==> config.mk <==
export PLATFORM = sky130hd
export DESIGN_NAME = masked_scaled_sprite_blit
export DESIGN_NICKNAME = d
export VERILOG_FILES = /design/src/hw/rtl/msb_pkg.sv /design/src/hw/rtl/msb_coord.sv /design/src/hw/rtl/msb_emit.sv /design/src/hw/rtl/masked_scaled_sprite_blit.sv
export SDC_FILE = /design/constraint.sdc
export NUM_CORES = 1
export LEC_CHECK = 0
export ABC_AREA = 0
export ABC_CLOCK_PERIOD_IN_PS = 8100
export BUFFER_PORTS_ARGS = -buffer_cell sky130_fd_sc_hd__buf_2
export CORE_ASPECT_RATIO = 0.9
export CORE_MARGIN = 10
export CORE_UTILIZATION = 25
export DETAILED_ROUTE_END_ITERATION = 10
export PLACE_DENSITY_LB_ADDON = 0.3
export SYNTH_ARGS = -nofsm -noshare
export SYNTH_HDL_FRONTEND = slang
export SYNTH_SLANG_ARGS = --single-unit
export TNS_END_PERCENT = 5
==> constraint.sdc <==
create_clock -name clk -period 8.1 [get_ports clk]
set_input_delay 0 -clock clk [delete_from_list [all_inputs] [get_ports clk]]
set_output_delay 0 -clock clk [all_outputs]
set_load 0.02 [all_outputs]
==> src/hw/rtl/msb_pkg.sv <==
package msb_pkg;

  // Scaling factor and screen size
  localparam int SCALE         = 4;
  localparam int SCREEN_WIDTH  = 320;
  localparam int SCREEN_HEIGHT = 240;

  // Field widths
  localparam int COL_W   = 7;
  localparam int ROW_W   = 6;
  localparam int X_W     = 10;
  localparam int Y_W     = 9;
  localparam int COLOR_W = 16;
  localparam int CFG_W   = 7;
  localparam int IDX_W   = 2;

  // Internal coordinate width: holds screen size plus scaled sprite size
  localparam int PW    = 13;
  // Remaining-span counter width
  localparam int CNT_W = $clog2(SCALE + 1);

  // Configuration register indexes
  localparam logic [IDX_W-1:0] REG_SRC_WIDTH  = IDX_W'(0);
  localparam logic [IDX_W-1:0] REG_SRC_HEIGHT = IDX_W'(1);

  // Reset values of the size registers
  localparam logic [COL_W-1:0] SRC_WIDTH_RST  = COL_W'(48);
  localparam logic [ROW_W-1:0] SRC_HEIGHT_RST = ROW_W'(48);

  // One positioned source pixel, waiting for the span emitter
  typedef struct packed {
    logic                      valid;
    logic                      opaque;
    logic signed [X_W-1:0]     x;
    logic signed [Y_W-1:0]     y;
    logic        [COLOR_W-1:0] color;
  } item_t;

  // Offset of the scaled sprite on one axis: (screen - size*SCALE)/2,
  // truncated toward zero
  function automatic logic signed [PW-1:0] centre_offset(
    input logic [PW-1:0] screen,
    input logic [PW-1:0] size
  );
    logic signed [PW-1:0] diff;
    logic signed [PW-1:0] adj;
    diff = $signed(screen - size * PW'(SCALE));
    adj  = (diff[PW-1] && diff[0]) ? diff + PW'(1) : diff;
    return adj >>> 1;
  endfunction

endpackage

==> src/hw/rtl/msb_coord.sv <==
module msb_coord import msb_pkg::*; (
  input  logic               clk,
  input  logic               rst,
  input  logic               wr_en,
  input  logic [IDX_W-1:0]   wr_index,
  input  logic [CFG_W-1:0]   wr_data,
  input  logic               in_valid,
  output logic               in_stall,
  input  logic               frame_start,
  input  logic               opaque,
  input  logic [COLOR_W-1:0] color,
  input  logic               take,
  output item_t              item
);

  logic [COL_W-1:0] src_width;
  logic [ROW_W-1:0] src_height;
  logic [COL_W-1:0] col_pos;
  logic [ROW_W-1:0] row_pos;
  logic [COL_W-1:0] col_cur;
  logic [ROW_W-1:0] row_cur;
  logic [COL_W-1:0] col_pos_next;
  logic [ROW_W-1:0] row_pos_next;
  logic             accept;
  logic signed [PW-1:0] x0;
  logic signed [PW-1:0] y0;
  logic signed [PW-1:0] x_full;
  logic signed [PW-1:0] y_full;

  assign in_stall = item.valid && !take;
  assign accept   = in_valid && !in_stall;

  // Write the size registers
  always_ff @(posedge clk) begin
    if (rst) begin
      src_width  <= SRC_WIDTH_RST;
      src_height <= SRC_HEIGHT_RST;
    end else if (wr_en) begin
      unique case (wr_index)
        REG_SRC_WIDTH:  src_width  <= wr_data;
        REG_SRC_HEIGHT: src_height <= wr_data[ROW_W-1:0];
        default: ;
      endcase
    end
  end

  // Position of the pixel in this transaction
  assign col_cur = frame_start ? '0 : col_pos;
  assign row_cur = frame_start ? '0 : row_pos;

  // Advance column, wrap into the next row, wrap the row at the sprite height
  always_comb begin
    col_pos_next = col_cur + COL_W'(1);
    row_pos_next = row_cur;
    if ({1'b0, col_cur} + (COL_W+1)'(1) >= {1'b0, src_width}) begin
      col_pos_next = '0;
      if ({1'b0, row_cur} + (ROW_W+1)'(1) >= {1'b0, src_height}) begin
        row_pos_next = '0;
      end else begin
        row_pos_next = row_cur + ROW_W'(1);
      end
    end
  end

  always_ff @(posedge clk) begin
    if (rst) begin
      col_pos <= '0;
      row_pos <= '0;
    end else if (accept) begin
      col_pos <= col_pos_next;
      row_pos <= row_pos_next;
    end
  end

  // Screen position of the first span
  assign x0     = centre_offset(PW'(SCREEN_WIDTH), PW'(src_width));
  assign y0     = centre_offset(PW'(SCREEN_HEIGHT), PW'(src_height));
  assign x_full = x0 + $signed(PW'(col_cur) * PW'(SCALE));
  assign y_full = y0 + $signed(PW'(row_cur) * PW'(SCALE));

  // Hold the positioned pixel until the emitter takes it
  always_ff @(posedge clk) begin
    if (rst) begin
      item.valid <= 1'b0;
    end else if (accept) begin
      item.valid <= 1'b1;
    end else if (take) begin
      item.valid <= 1'b0;
    end
  end

  always_ff @(posedge clk) begin
    if (accept) begin
      item.opaque <= opaque;
      item.x      <= x_full[X_W-1:0];
      item.y      <= y_full[Y_W-1:0];
      item.color  <= color;
    end
  end

endmodule

==> src/hw/rtl/msb_emit.sv <==
module msb_emit import msb_pkg::*; (
  input  logic                      clk,
  input  logic                      rst,
  input  item_t                     item,
  output logic                      take,
  output logic                      out_valid,
  input  logic                      out_stall,
  output logic signed [X_W-1:0]     dest_x,
  output logic signed [Y_W-1:0]     dest_y,
  output logic        [COLOR_W-1:0] span_color,
  output logic                      last_span
);

  logic [CNT_W-1:0]     rem;
  logic signed [Y_W-1:0] act_y;
  logic                 adv;
  logic                 load;

  // Output register can take a new span
  assign adv  = !out_valid || !out_stall;
  // Start an opaque pixel once the previous one has issued all its spans
  assign load = item.valid && item.opaque && adv && (rem == '0);
  // Transparent pixels are dropped at once
  assign take = item.valid && (!item.opaque || load);

  always_ff @(posedge clk) begin
    if (rst) begin
      out_valid <= 1'b0;
      rem       <= '0;
    end else if (adv) begin
      if (rem != '0) begin
        out_valid <= 1'b1;
        rem       <= rem - CNT_W'(1);
      end else if (load) begin
        out_valid <= 1'b1;
        rem       <= CNT_W'(SCALE - 1);
      end else begin
        out_valid <= 1'b0;
      end
    end
  end

  // Issue the next span of the current pixel, or the first of a new one
  always_ff @(posedge clk) begin
    if (adv) begin
      if (rem != '0) begin
        dest_y    <= act_y;
        act_y     <= act_y + Y_W'(1);
        last_span <= (rem == CNT_W'(1));
      end else if (load) begin
        dest_x     <= item.x;
        dest_y     <= item.y;
        span_color <= item.color;
        act_y      <= item.y + Y_W'(1);
        last_span  <= (SCALE == 1);
      end
    end
  end

endmodule

==> src/hw/rtl/masked_scaled_sprite_blit.sv <==
// Masked sprite blit with integer upscale.
// Input channel (in_valid/in_stall): one source pixel per transaction in
// raster order, with its mask bit (opaque), colour and a frame_start flag
// that forces the position back to column 0, row 0.
// Output channel (out_valid/out_stall): one span per transaction. An opaque
// pixel yields SCALE spans on consecutive screen rows, the last one marked
// by last_span; a transparent pixel yields nothing.
// With the emitter free, an accepted pixel passes through the pixel register
// and then the span register before its first span is on the output. The
// span emitter issues one span a cycle while the receiver does not stall; a
// transparent pixel is dropped from the pixel register at once. A pixel
// register lets the next pixel be taken while the emitter is still busy.
// wr_en/wr_index/wr_data write the sprite size registers (index 0 width,
// index 1 height); write them only while the block is idle.
// Reset clears the position to column 0, row 0, sets both sizes to 48 and
// empties the pipeline. While the receiver stalls, the current span holds
// and in_stall rises once the pixel register holds an opaque pixel.
module masked_scaled_sprite_blit import msb_pkg::*; (
  input  logic                      clk,
  input  logic                      rst,
  input  logic                      wr_en,
  input  logic [IDX_W-1:0]          wr_index,
  input  logic [CFG_W-1:0]          wr_data,
  input  logic                      in_valid,
  output logic                      in_stall,
  input  logic                      frame_start,
  input  logic                      opaque,
  input  logic [COLOR_W-1:0]        color,
  output logic                      out_valid,
  input  logic                      out_stall,
  output logic signed [X_W-1:0]     dest_x,
  output logic signed [Y_W-1:0]     dest_y,
  output logic        [COLOR_W-1:0] span_color,
  output logic                      last_span
);

  item_t item;
  logic  take;

  msb_coord u_coord (
    .clk         (clk),
    .rst         (rst),
    .wr_en       (wr_en),
    .wr_index    (wr_index),
    .wr_data     (wr_data),
    .in_valid    (in_valid),
    .in_stall    (in_stall),
    .frame_start (frame_start),
    .opaque      (opaque),
    .color       (color),
    .take        (take),
    .item        (item)
  );

  msb_emit u_emit (
    .clk        (clk),
    .rst        (rst),
    .item       (item),
    .take       (take),
    .out_valid  (out_valid),
    .out_stall  (out_stall),
    .dest_x     (dest_x),
    .dest_y     (dest_y),
    .span_color (span_color),
    .last_span  (last_span)
  );

`ifndef SYNTHESIS
  // Stall the input only while a pixel is waiting
  a_stall_needs_item: assert property (@(posedge clk) disable iff (rst)
    in_stall |-> item.valid)
    else $error("input stalled with no pixel waiting");

  // A span that is not the last is followed at once by another
  a_spans_contiguous: assert property (@(posedge clk) disable iff (rst)
    (out_valid && !out_stall && !last_span) |=> out_valid)
    else $error("gap inside the spans of one pixel");

  // Following spans step down one row at the same column and colour
  a_span_step: assert property (@(posedge clk) disable iff (rst)
    (out_valid && !out_stall && !last_span) |=>
      (dest_x == $past(dest_x)) && (span_color == $past(span_color)) &&
      (dest_y == Y_W'($past(dest_y) + Y_W'(1))))
    else $error("span does not follow the previous row");
`endif

endmodule
==> results.json, run 1 <==
{
  "status": "finished clean",
  "finalCritPeriodShare": 0.3913,
  "place_area_um2": 5796,
  "h-tree-depth": 3,
  "critPathSlowestCell": "nor2b_1",
  "hold_end": "u_coord.src_height[0]",
  "avgSynthCellArea_um2": 11.32,
  "worstMarginPinSlew_ns": 1.160,
  "clkTransAtPathRegs_ns": 0.08,
  "worstHoldPathType": "in -> reg",
  "n_antenna_cell": 0,
  "cts_resized": 0,
  "synthCells": 457,
  "numCtsBuffers": 9,
  "gp_congestion": 0.7887,
  "vdd_drop_max_v": 0.0001311,
  "track_usage": 0.08618,
  "grt_pass1_vias": 3645,
  "drive_gt1_frac": 0.1838,
  "die_x_um": 171.6,
  "synth.most_common_cell": "edfxtp_1",
  "timing.final.crit_period_ns": 3.169,
  "synth_edf_count": 78,
  "via_per_inst": 4.412,
  "antenna_found_initial": 0,
  "core-area_um2": 20170,
  "crit_chain": "inv_1 -> ha_1 -> nor2b_1 -> a21oi_2 -> nand2b_2 -> inv_1 -> buf_4 -> nand3_1 -> a21oi_1",
  "cts_tree": "built",
  "drt-total-wl_um": 11240,
  "finalInstanceArea_um2": 6344,
  "hold_path_startpoint": "rst",
  "insertion_delay_ns": 0.35,
  "synth_seq_cells": 109,
  "cp_common_cell": "inv_1",
  "synthArstFlopShare": 0,
  "num_vias": 3574,
  "die-area_um2": 26860,
  "synth_top_area_cell": "edfxtp_1",
  "dr.pass1.iters": 5,
  "syn_area_um2": 5174,
  "initial_core_util": 0.2565,
  "ys_top_cells_by_count": "78 x edfxtp_1, 54 x nand2_1, 43 x nor2_1",
  "drtIter0Drc": 222,
  "fill_cells": 2053,
  "fin_setup_tns_ns": 0,
  "hold_viol_final": 0,
  "reg2reg_depth": 9,
  "port_buffers": 68,
  "wire_per_inst_um": 13.88,
  "yosys_most_used_dff": "edfxtp_1",
  "p_per_area_nw_per_um2": 250.7,
  "rows": 49,
  "maxCapViolCount": 0,
  "top_level_ports": 70,
  "crit_type": "reg -> reg",
  "timing.rr.end": "u_coord.col_pos[1]",
  "grt_max_degree": 39,
  "cts_sinks": 109,
  "max_freq_mhz": 315.5,
  "worstSetupStartpointType": "register",
  "finalMaxSlewViolations": 0,
  "synth_area_leaders": "edfxtp_1 45%, dfxtp_1 12%, ha_1 7.3%, nand2_1 3.9%, xnor2_1 3.7%",
  "cp-end-kind": "register",
  "drtAntennaViolNets": 0,
  "layout.cells.non_filler": 810,
  "setup_viol": 0,
  "rsz0062_at_grt": "no",
  "yosysUniqueCellTypes": 57,
  "grt_pass1_wl_um": 18460,
  "worstPathMaxFanout": 38,
  "syn_nets": 520,
  "worstReg2RegStart": "u_emit.rem[0]",
  "yosysSeqAreaShare": 0.5727,
  "dp_hpwl_um": 8429,
  "cellLeakagePower_uw": 0.002515,
  "cts_buffer_depth": 2,
  "synth_top_area_share": 0.4527,
  "post_cts_buffers": 0,
  "areaGrowthSynthToFinish_pct": 22.61,
  "gr-total-overflow": 0,
  "worstHoldPathCells": 2,
  "layout.nets": 613,
  "crit_path_max_incr_delay_ns": 0.92,
  "fin_skew_ns": 0.007766,
  "cts_root_buf": "clkbuf_16",
  "cp_top_family": "simple AND/OR/NAND/NOR gates",
  "drc_errors": 0,
  "path_buf_inv": 3,
  "total_power_uw": 1590,
  "worstPathArrival_ns": 3.44,
  "final_util": 0.3145,
  "yosysWarnings": 0,
  "cp.required_ns": 8.37,
  "reg2reg_slack_ns": 4.93,
  "max-slew-margin-rel": 0.2253,
  "fp.dieH_um": 156.5,
  "dp.cells": 769
}
## flip-flops by register name, summed over array words and instances, names as in the netlist
name	flops
u_coord.col_pos	7
u_coord.item	35
u_coord.row_pos	6
u_coord.src_height	6
u_coord.src_width	7
u_emit.act_y	9
u_emit.dest_x	9
u_emit.dest_y	9
u_emit.last_span	1
u_emit.out_valid	1
u_emit.rem	3
u_emit.span_color	16
## stage by stage
stage / setup WS (ns) / hold WS [ns]
6_report: 4.931 / 0.1229
3_3_place_gp: 5.112 / 0.1796
5_1_grt: 4.598 / 0.1296
2_1_floorplan: 5.181 / 0.09887
3_5_place_dp: 4.939 / 0.1792
4_1_cts: 4.908 / 0.1053
## how the worst max path moves through the flow
stage | from | endpoint | slack [ns] | cells past startpoint
final | u_emit.rem[0] | u_coord.col_pos[1] | 4.93 | 9
after global routing | u_emit.rem[0] | u_coord.col_pos[2] | 4.60 | 9
after CTS | u_emit.rem[0] | u_coord.col_pos[1] | 4.91 | 9
after detailed placement | u_emit.rem[0] | u_coord.col_pos[1] | 4.94 | 9
after global placement | u_emit.rem[0] | u_coord.item[12] | 5.11 | 7
after floorplan | u_emit.rem[0] | u_emit.act_y[0] | 5.18 | 5
## cells by family (layout without fill, tap and decap cells)
| kind of cell | count (synthesis) | after routing | share of synthesized area |
|---|---|---|---|
| AND/OR/NAND/NOR | 155 | 155 | 0.1437 |
| flip-flops | 109 | 109 | 0.5727 |
| AO/OA/AOI/OAI | 76 | 76 | 0.09432 |
| XOR/XNOR | 39 | 39 | 0.06747 |
| buffers and inverters | 39 | 137 | 0.03095 |
| adder cells (fa/ha/maj) | 34 | 34 | 0.08247 |
| multiplexers | 4 | 4 | 0.007739 |
| other | 1 | 1 | 0.0007248 |
## layout make-up
| class | instances | area (um2) | area share |
|---|---|---|---|
| clock inverter | 7 | 72.57 | 0.01144 |
| multi-input combinational | 309 | 2057 | 0.3243 |
| sequential | 109 | 2963 | 0.4671 |
| timing repair buffer | 96 | 613.1 | 0.09665 |
| clock buffer | 9 | 225.2 | 0.03550 |
| inverter | 25 | 93.84 | 0.01479 |
| tap | 255 | 319.1 | 0.05030 |
## timing repair
item	4_1_cts	5_1_grt
endpoints found under the hold margin	31	0
setup endpoints to repair	0	0
hold buffers	25	0
## per-layer routing
layer	global-route usage	vias up	share of wire	wire length, um
li1	-	1799	-	-
met1	0.1149	1674	0.50	5583
met2	0.1233	93	0.41	4607
met3	0.03546	8	0.081	913
met4	0.02772	0	0.012	138
met5	0	-	0	0
## placed cells by master, fill, tap and decap left out, drive strengths merged, types with 2 or more instances in the layout
cell type    netlist  layout
maj3               3       3
a21o               4       4
buf                5      71
a22oi              3       3
a21oi             25      25
clkinv             0       6
a31o               2       2
nand4              2       2
nor4b              2       2
clkbuf             9       9
o211ai             4       4
and3               2       2
nand3b             2       2
and2b              3       3
a31oi              3       3
mux2i              4       4
xor2              16      16
edfxtp            78      78
nand2             54      54
ha                30      30
nor2b             12      12
xnor2             23      23
dlygate4sd3        0      25
nand2b             6       6
a211oi             3       3
dfxtp             31      31
o21ai             21      21
nor3               6       6
nand3             13      13
inv               25      26
nor2              43      43
o2111ai            2       2
and2               3       3
## where the power goes
part	total (uW)	leakage, uW	switching [uW]	internal [uW]
logic	376	0.00137	252	124
registers	785	0.00100	46.1	739
clock network	429	0.000145	213	216
total	1590	0.00251	511	1080
Note: power is estimated with default switching activity, not from simulation.
==> run 2, diff against run 1 <==
ABC_AREA = 1   (was 0)
ABC_CLOCK_PERIOD_IN_PS = 2800   (was 8100)
clock period = 2.8 ns   (was 8.1 ns; I/O delays follow)
==> run 2 against run 1 <==
Combinational power grew to 3.4 times the previous value. Clock power grew to 2.8 times the previous value. Synthesized area is 4.6% higher. Flip-flop and latch count stayed put. Via count is 12% higher. Global-route usage is 0.079 points lower. Largest power group unchanged.
==> results.json, run 2 <==
{
  "status": "finished clean",
  "die-area_um2": 27950,
  "finalInstanceArea_um2": 6634,
  "max-slew-margin-rel": 0.4037,
  "fp.dieH_um": 159.6,
  "path_buf_inv": 2,
  "synth_simple_gate_area_frac": 0.1706,
  "drt-total-wl_um": 11770,
  "synth_edf_count": 78,
  "yosysWarnings": 0,
  "timing.final.crit_period_ns": 2.465,
  "synth-xor-area-share": 0.03559,
  "hold_viol_final": 0,
  "synth_area_leaders": "edfxtp_1 43%, dfxtp_1 11%, nand2_1 7.4%, ha_1 6.9%, inv_1 6.0%",
  "top_regs": "u_coord.item x35, u_emit.span_color x16",
  "worstHoldPathType": "in -> reg",
  "track_usage": 0.08538,
  "cellLeakagePower_uw": 0.002980,
  "layout_commonest_cell": "nand2_1",
  "drtAntennaViolNets": 0,
  "p_clk_frac": 0.256,
  "core-area_um2": 21440,
  "cts_buffer_depth": 2,
  "place_area_um2": 6088,
  "finalMaxSlewViolations": 0,
  "synth_top_area_cell": "edfxtp_1",
  "grt_pass1_vias": 3812,
  "total_power_uw": 4718,
  "final_cell_mix": "107 x nand2_1, 86 x inv_1, 78 x edfxtp_1, 68 x buf_2, 42 x nor2_1",
  "rsz0062_at_grt": "no",
  "numCtsBuffers": 9,
  "initial_core_util": 0.2525,
  "gp_congestion": 0.8460,
  "max_freq_mhz": 405.7,
  "finalCritPeriodShare": 0.8804,
  "crit_type": "reg -> reg",
  "synth_mux_area_frac": 0,
  "synthCells": 563,
  "cts_resized": 0,
  "post_cts_buffers": 0,
  "fill_cells": 2215,
  "ys_top_cells_by_count": "107 x nand2_1, 86 x inv_1, 78 x edfxtp_1",
  "synth_top_family_by_area": "simple AND/OR/NAND/NOR gates",
  "drc_errors": 0,
  "insertion_delay_ns": 0.35,
  "maxCapViolCount": 0,
  "port_buffers": 68,
  "critPathSlowestCell": "dfxtp_1",
  "areaGrowthSynthToFinish_pct": 22.53,
  "switching_share": 0.3245,
  "cp-end-kind": "register",
  "grt_max_degree": 61,
  "n_antenna_cell": 0,
  "cts_root_buf": "clkbuf_16",
  "yosysSeqAreaShare": 0.5473,
  "pwr-share-comb": 0.269,
  "antenna_found_initial": 1,
  "grt_pass1_wl_um": 19500,
  "syn_area_um2": 5414,
  "switching_power_uw": 1531,
  "rows": 51,
  "synth.most_common_cell": "nand2_1",
  "yosysUniqueCellTypes": 38,
  "dr.pass1.iters": 5,
  "worstSetupStartpointType": "register",
  "synth_fa_ha_area_frac": 0.07303,
  "crit_chain": "nand2_1 -> inv_1 -> ha_1 -> nand4_1 -> xor2_1 -> inv_1 -> ha_1 -> nand2_1 -> nor2_1 -> nand2_1 -> a21oi_1 -> nor2_1 -> nor2_1",
  "cp_top_family": "simple AND/OR/NAND/NOR gates",
  "top_level_ports": 70,
  "crit_path_max_incr_delay_ns": 0.37,
  "worstPathArrival_ns": 2.75,
  "clkTransAtPathRegs_ns": 0.07,
  "die_x_um": 175.1,
  "layout.nets": 725,
  "drive_gt1_frac": 0.1559,
  "num_vias": 3998,
  "p_per_area_nw_per_um2": 711.3,
  "vdd_drop_max_v": 0.0003810,
  "worstMarginPinSlew_ns": 0.8935,
  "wire_per_inst_um": 12.29,
  "cp.required_ns": 3.09,
  "cts_tree": "built",
  "via_per_inst": 4.173,
  "gr-total-overflow": 0,
  "avgSynthCellArea_um2": 9.616,
  "fin_skew_ns": 0.008659,
  "cts_sinks": 109,
  "seqPwrFrac": 0.475,
  "p_int_uw": 3187,
  "synth_top_area_share": 0.4326,
  "yosys_most_used_dff": "edfxtp_1",
  "worstPathMaxFanout": 13,
  "h-tree-depth": 3,
  "top_register": "u_coord.item",
  "fin_setup_tns_ns": 0,
  "synth_compound_area_frac": 0.09360,
  "largest_reg_flops": 35,
  "synth_seq_cells": 109,
  "drtIter0Drc": 246,
  "dp_hpwl_um": 8608,
  "syn_nets": 626,
  "synthArstFlopShare": 0,
  "setup_viol": 0
}
[run 2: kinds of logic after synthesis]
group | after synthesis
AOI/OAI and AO/OA | 90
xor gates and xnor gates | 22
other | 1
buffers and inverters | 100
DFF | 109
adders and majority gates | 31
and+or+nand+nor | 210
[run 2: layer usage]
metal,wire length [um],track usage,up-vias
met5,11,0,-
met4,193,0.03157,2
met3,735,0.02442,14
met2,4726,0.1186,116
met1,6104,0.1217,1781
li1,-,-,2085
[run 2: final timing paths]
| kind | startpoint | end | slack, ns | cells after the start |
|---|---|---|---|---|
| max | u_coord.col_pos[0] | u_coord.row_pos[1] | 0.33 | 13 |
| min reg2reg | u_coord.item[5] | u_emit.span_color[5] | 0.42 | 0 |
| max reg2reg | u_coord.col_pos[0] | u_coord.row_pos[1] | 0.33 | 13 |
| min | wr_index[1] | u_coord.src_height[4] | 0.03 | 3 |
[run 2: power groups by stage]
| stage | Clock (uW) | Combinational [uW] | Sequential, uW |
|---|---|---|---|
| floorplan | 0 | 731 | 2410 |
| global placement | 0 | 1260 | 2270 |
| detailed placement | 0 | 1260 | 2280 |
| CTS | 1260 | 1290 | 2240 |
| global route | 1320 | 1480 | 2280 |
| finish | 1210 | 1270 | 2240 |
[run 2: stage by stage]
stage	setup slack (ns)	cells	util	hold WS, ns
after floorplan	0.1405	563	-	0.07238
after global placement	0.4064	915	0.2840	0.1778
after detailed placement	0.3698	915	0.2840	0.1788
after CTS	0.3277	958	0.3094	0.01542
after global routing	0.004687	958	0.3094	0.06841
final	0.3349	958	0.3094	0.02870
[run 2: final cells by class]
type | instances | area [um2] | share of cell area
multi-input cells | 354 | 2032 | 0.3063
clock buffers | 10 | 229.0 | 0.03452
flip-flops and latches | 109 | 2963 | 0.4466
repair buffers | 101 | 668.1 | 0.1007
inverters | 87 | 331.6 | 0.04998
clock inverters | 6 | 46.29 | 0.006979
well taps | 291 | 364.1 | 0.05488
[run 2: what timing repair did]
| item | 4_1_cts | 5_1_grt |
|---|---|---|
| endpoints found under the setup margin | 0 | 0 |
| hold endpoints to repair | 32 | 0 |
| hold buffers | 27 | 0 |
[run 2: worst min-delay path: stages]
cell	delay [ns]
buf_2	0.09
nor2_1	0.09
o211ai_1	0.16
==> run 3, diff against run 2 <==
GPL_TIMING_DRIVEN = 0   (was unset)
==> run 3 against run 2 <==
Worst hold slack got worse by 0.024 ns. Register-to-register slack worse by 0.04 ns. Sequential power barely moved. Critical path type unchanged. Critical endpoint is now u_coord.item[24]. Largest power group unchanged.
==> results.json, run 3 (same netlist as run 2, synthesis figures left out) <==
{
  "place_ws_ns": -0.4598,
  "final_util": 0.3121,
  "drtAntennaViolNets": 0,
  "fin_skew_ns": 0.008934,
  "h-tree-depth": 3,
  "track_usage": 0.08815,
  "worstSetupStartpointType": "register",
  "cts_resized": 0,
  "cp-end-kind": "register",
  "drc_errors": 0,
  "hold_viol_final": 0,
  "insertion_delay_ns": 0.35,
  "switching_power_uw": 1545,
  "clkTransAtPathRegs_ns": 0.07,
  "worstHoldPathType": "in -> reg",
  "initial_core_util": 0.2525,
  "core-area_um2": 21440,
  "reg2reg_depth": 11,
  "top_register": "u_coord.item",
  "fp.dieH_um": 159.6,
  "maxCapViolCount": 0,
  "num_vias": 3993,
  "grt_pass1_vias": 3855,
  "largest_reg_flops": 35,
  "cts_root_buf": "clkbuf_16",
  "grt_max_degree": 44,
  "status": "finished clean",
  "drtIter0Drc": 331,
  "layout.nets": 733,
  "gr-total-overflow": 0,
  "p_per_area_nw_per_um2": 705.6,
  "cts_tree": "built",
  "worstMarginPinSlew_ns": 0.9157,
  "max-slew-margin-rel": 0.3862,
  "cts_sinks": 109,
  "worstPathArrival_ns": 2.60,
  "crit_type": "reg -> reg",
  "final_cell_mix": "107 x nand2_1, 86 x inv_1, 78 x edfxtp_1, 68 x buf_2, 42 x nor2_1",
  "dp_hpwl_um": 8957,
  "cellLeakagePower_uw": 0.002990,
  "grt_pass1_wl_um": 19870,
  "antenna_found_initial": 1,
  "finalMaxSlewViolations": 0,
  "timing.final.crit_period_ns": 2.510,
  "switching_share": 0.3272,
  "vdd_drop_max_v": 0.0002877,
  "worstHoldPathCells": 3,
  "layout.cells.non_filler": 967,
  "die-area_um2": 27950,
  "rows": 51,
  "drive_gt1_frac": 0.1585,
  "pwr-share-comb": 0.270,
  "cts_buffer_depth": 2,
  "fill_cells": 2245,
  "whs_ns": 0.004944,
  "rsz0062_at_grt": "no",
  "dr.pass1.iters": 4,
  "wire_per_inst_um": 12.64,
  "port_buffers": 67,
  "p_clk_frac": 0.254,
  "drt-total-wl_um": 12220,
  "setup_viol": 0,
  "fin_ws_ns": 0.2903,
  "dp.cells": 922,
  "die_x_um": 175.1,
  "cp.required_ns": 2.89,
  "gp_congestion": 0.8078,
  "max_freq_mhz": 398.5,
  "layout_commonest_cell": "nand2_1",
  "via_per_inst": 4.129,
  "areaGrowthSynthToFinish_pct": 23.60,
  "p_int_uw": 3177,
  "numCtsBuffers": 9,
  "finalCritPeriodShare": 0.8963,
  "top_level_ports": 70,
  "top_regs": "u_coord.item x35, u_emit.span_color x16",
  "seqPwrFrac": 0.476,
  "worstPathMaxFanout": 4
}
-- run 3: timing repair --
item / CTS / global route
buffers inserted: 1 / 0
hold buffers: 26 / 0
hold endpoints to repair: 30 / 0
setup endpoints to repair: 47 / 0
-- run 3: final cells by class --
type                    count  area [um2]  share of cell area
diodes                      1       2.502           0.0003740
plain buffers              13       100.1             0.01496
clock buffers              12       236.5             0.03534
clock inverters             4       33.78            0.005049
inverters                  87       331.6             0.04955
multi-input cells         355        2042              0.3052
flip-flops and latches    109        2963              0.4428
well taps                 291       364.1             0.05441
repair buffers             95       618.1             0.09237
-- run 3: layer usage --
layer	share of wire	global-route usage	up-vias
met5	0	0	-
met1	0.50	0.1193	1785
met2	0.41	0.1285	93
met3	0.075	0.02821	9
li1	-	-	2106
met4	0.013	0.03119	0
-- run 3: worst max-delay path, cell delays in order, from the launching register on --
cell and delay [ns]:
dfxtp_1 0.40, inv_1 0.09, ha_1 0.22, inv_1 0.08
nand3_1 0.10, nor3_1 0.38, ha_1 0.36, nand2_1 0.07
inv_1 0.05, a221oi_1 0.25, nand2_1 0.10, xor2_1 0.15
-- run 3: power by group through the flow --
stage	clock network (uW)	registers, uW	logic, uW
2_1_floorplan	0	2410	731
3_3_place_gp	0	2290	1200
3_5_place_dp	0	2280	1240
4_1_cts	1240	2250	1300
5_1_grt	1300	2280	1470
6_report	1200	2250	1280
-- run 3: per-stage QoR --
step                      setup TNS, ns  area (um2)  total power, uW
after detailed placement         -19.36        6141             3522
final                                 0        6691             4722
after CTS                             0        6689             4782
after floorplan                       0        5423             3140
after global placement           -27.73        6122             3491
after global routing                  0        6691             5047
-- run 3: path summary, 6_finish.rpt --
| check | start | slack, ns | end |
|---|---|---|---|
| worst max register to register | u_coord.src_height[0] | 0.29 | u_coord.item[24] |
| worst max-delay path | u_coord.src_height[0] | 0.29 | u_coord.item[24] |
| worst min register to register | u_coord.item[13] | 0.42 | u_emit.span_color[13] |
| worst min-delay path | wr_data[1] | 0.005 | u_coord.src_width[1] |
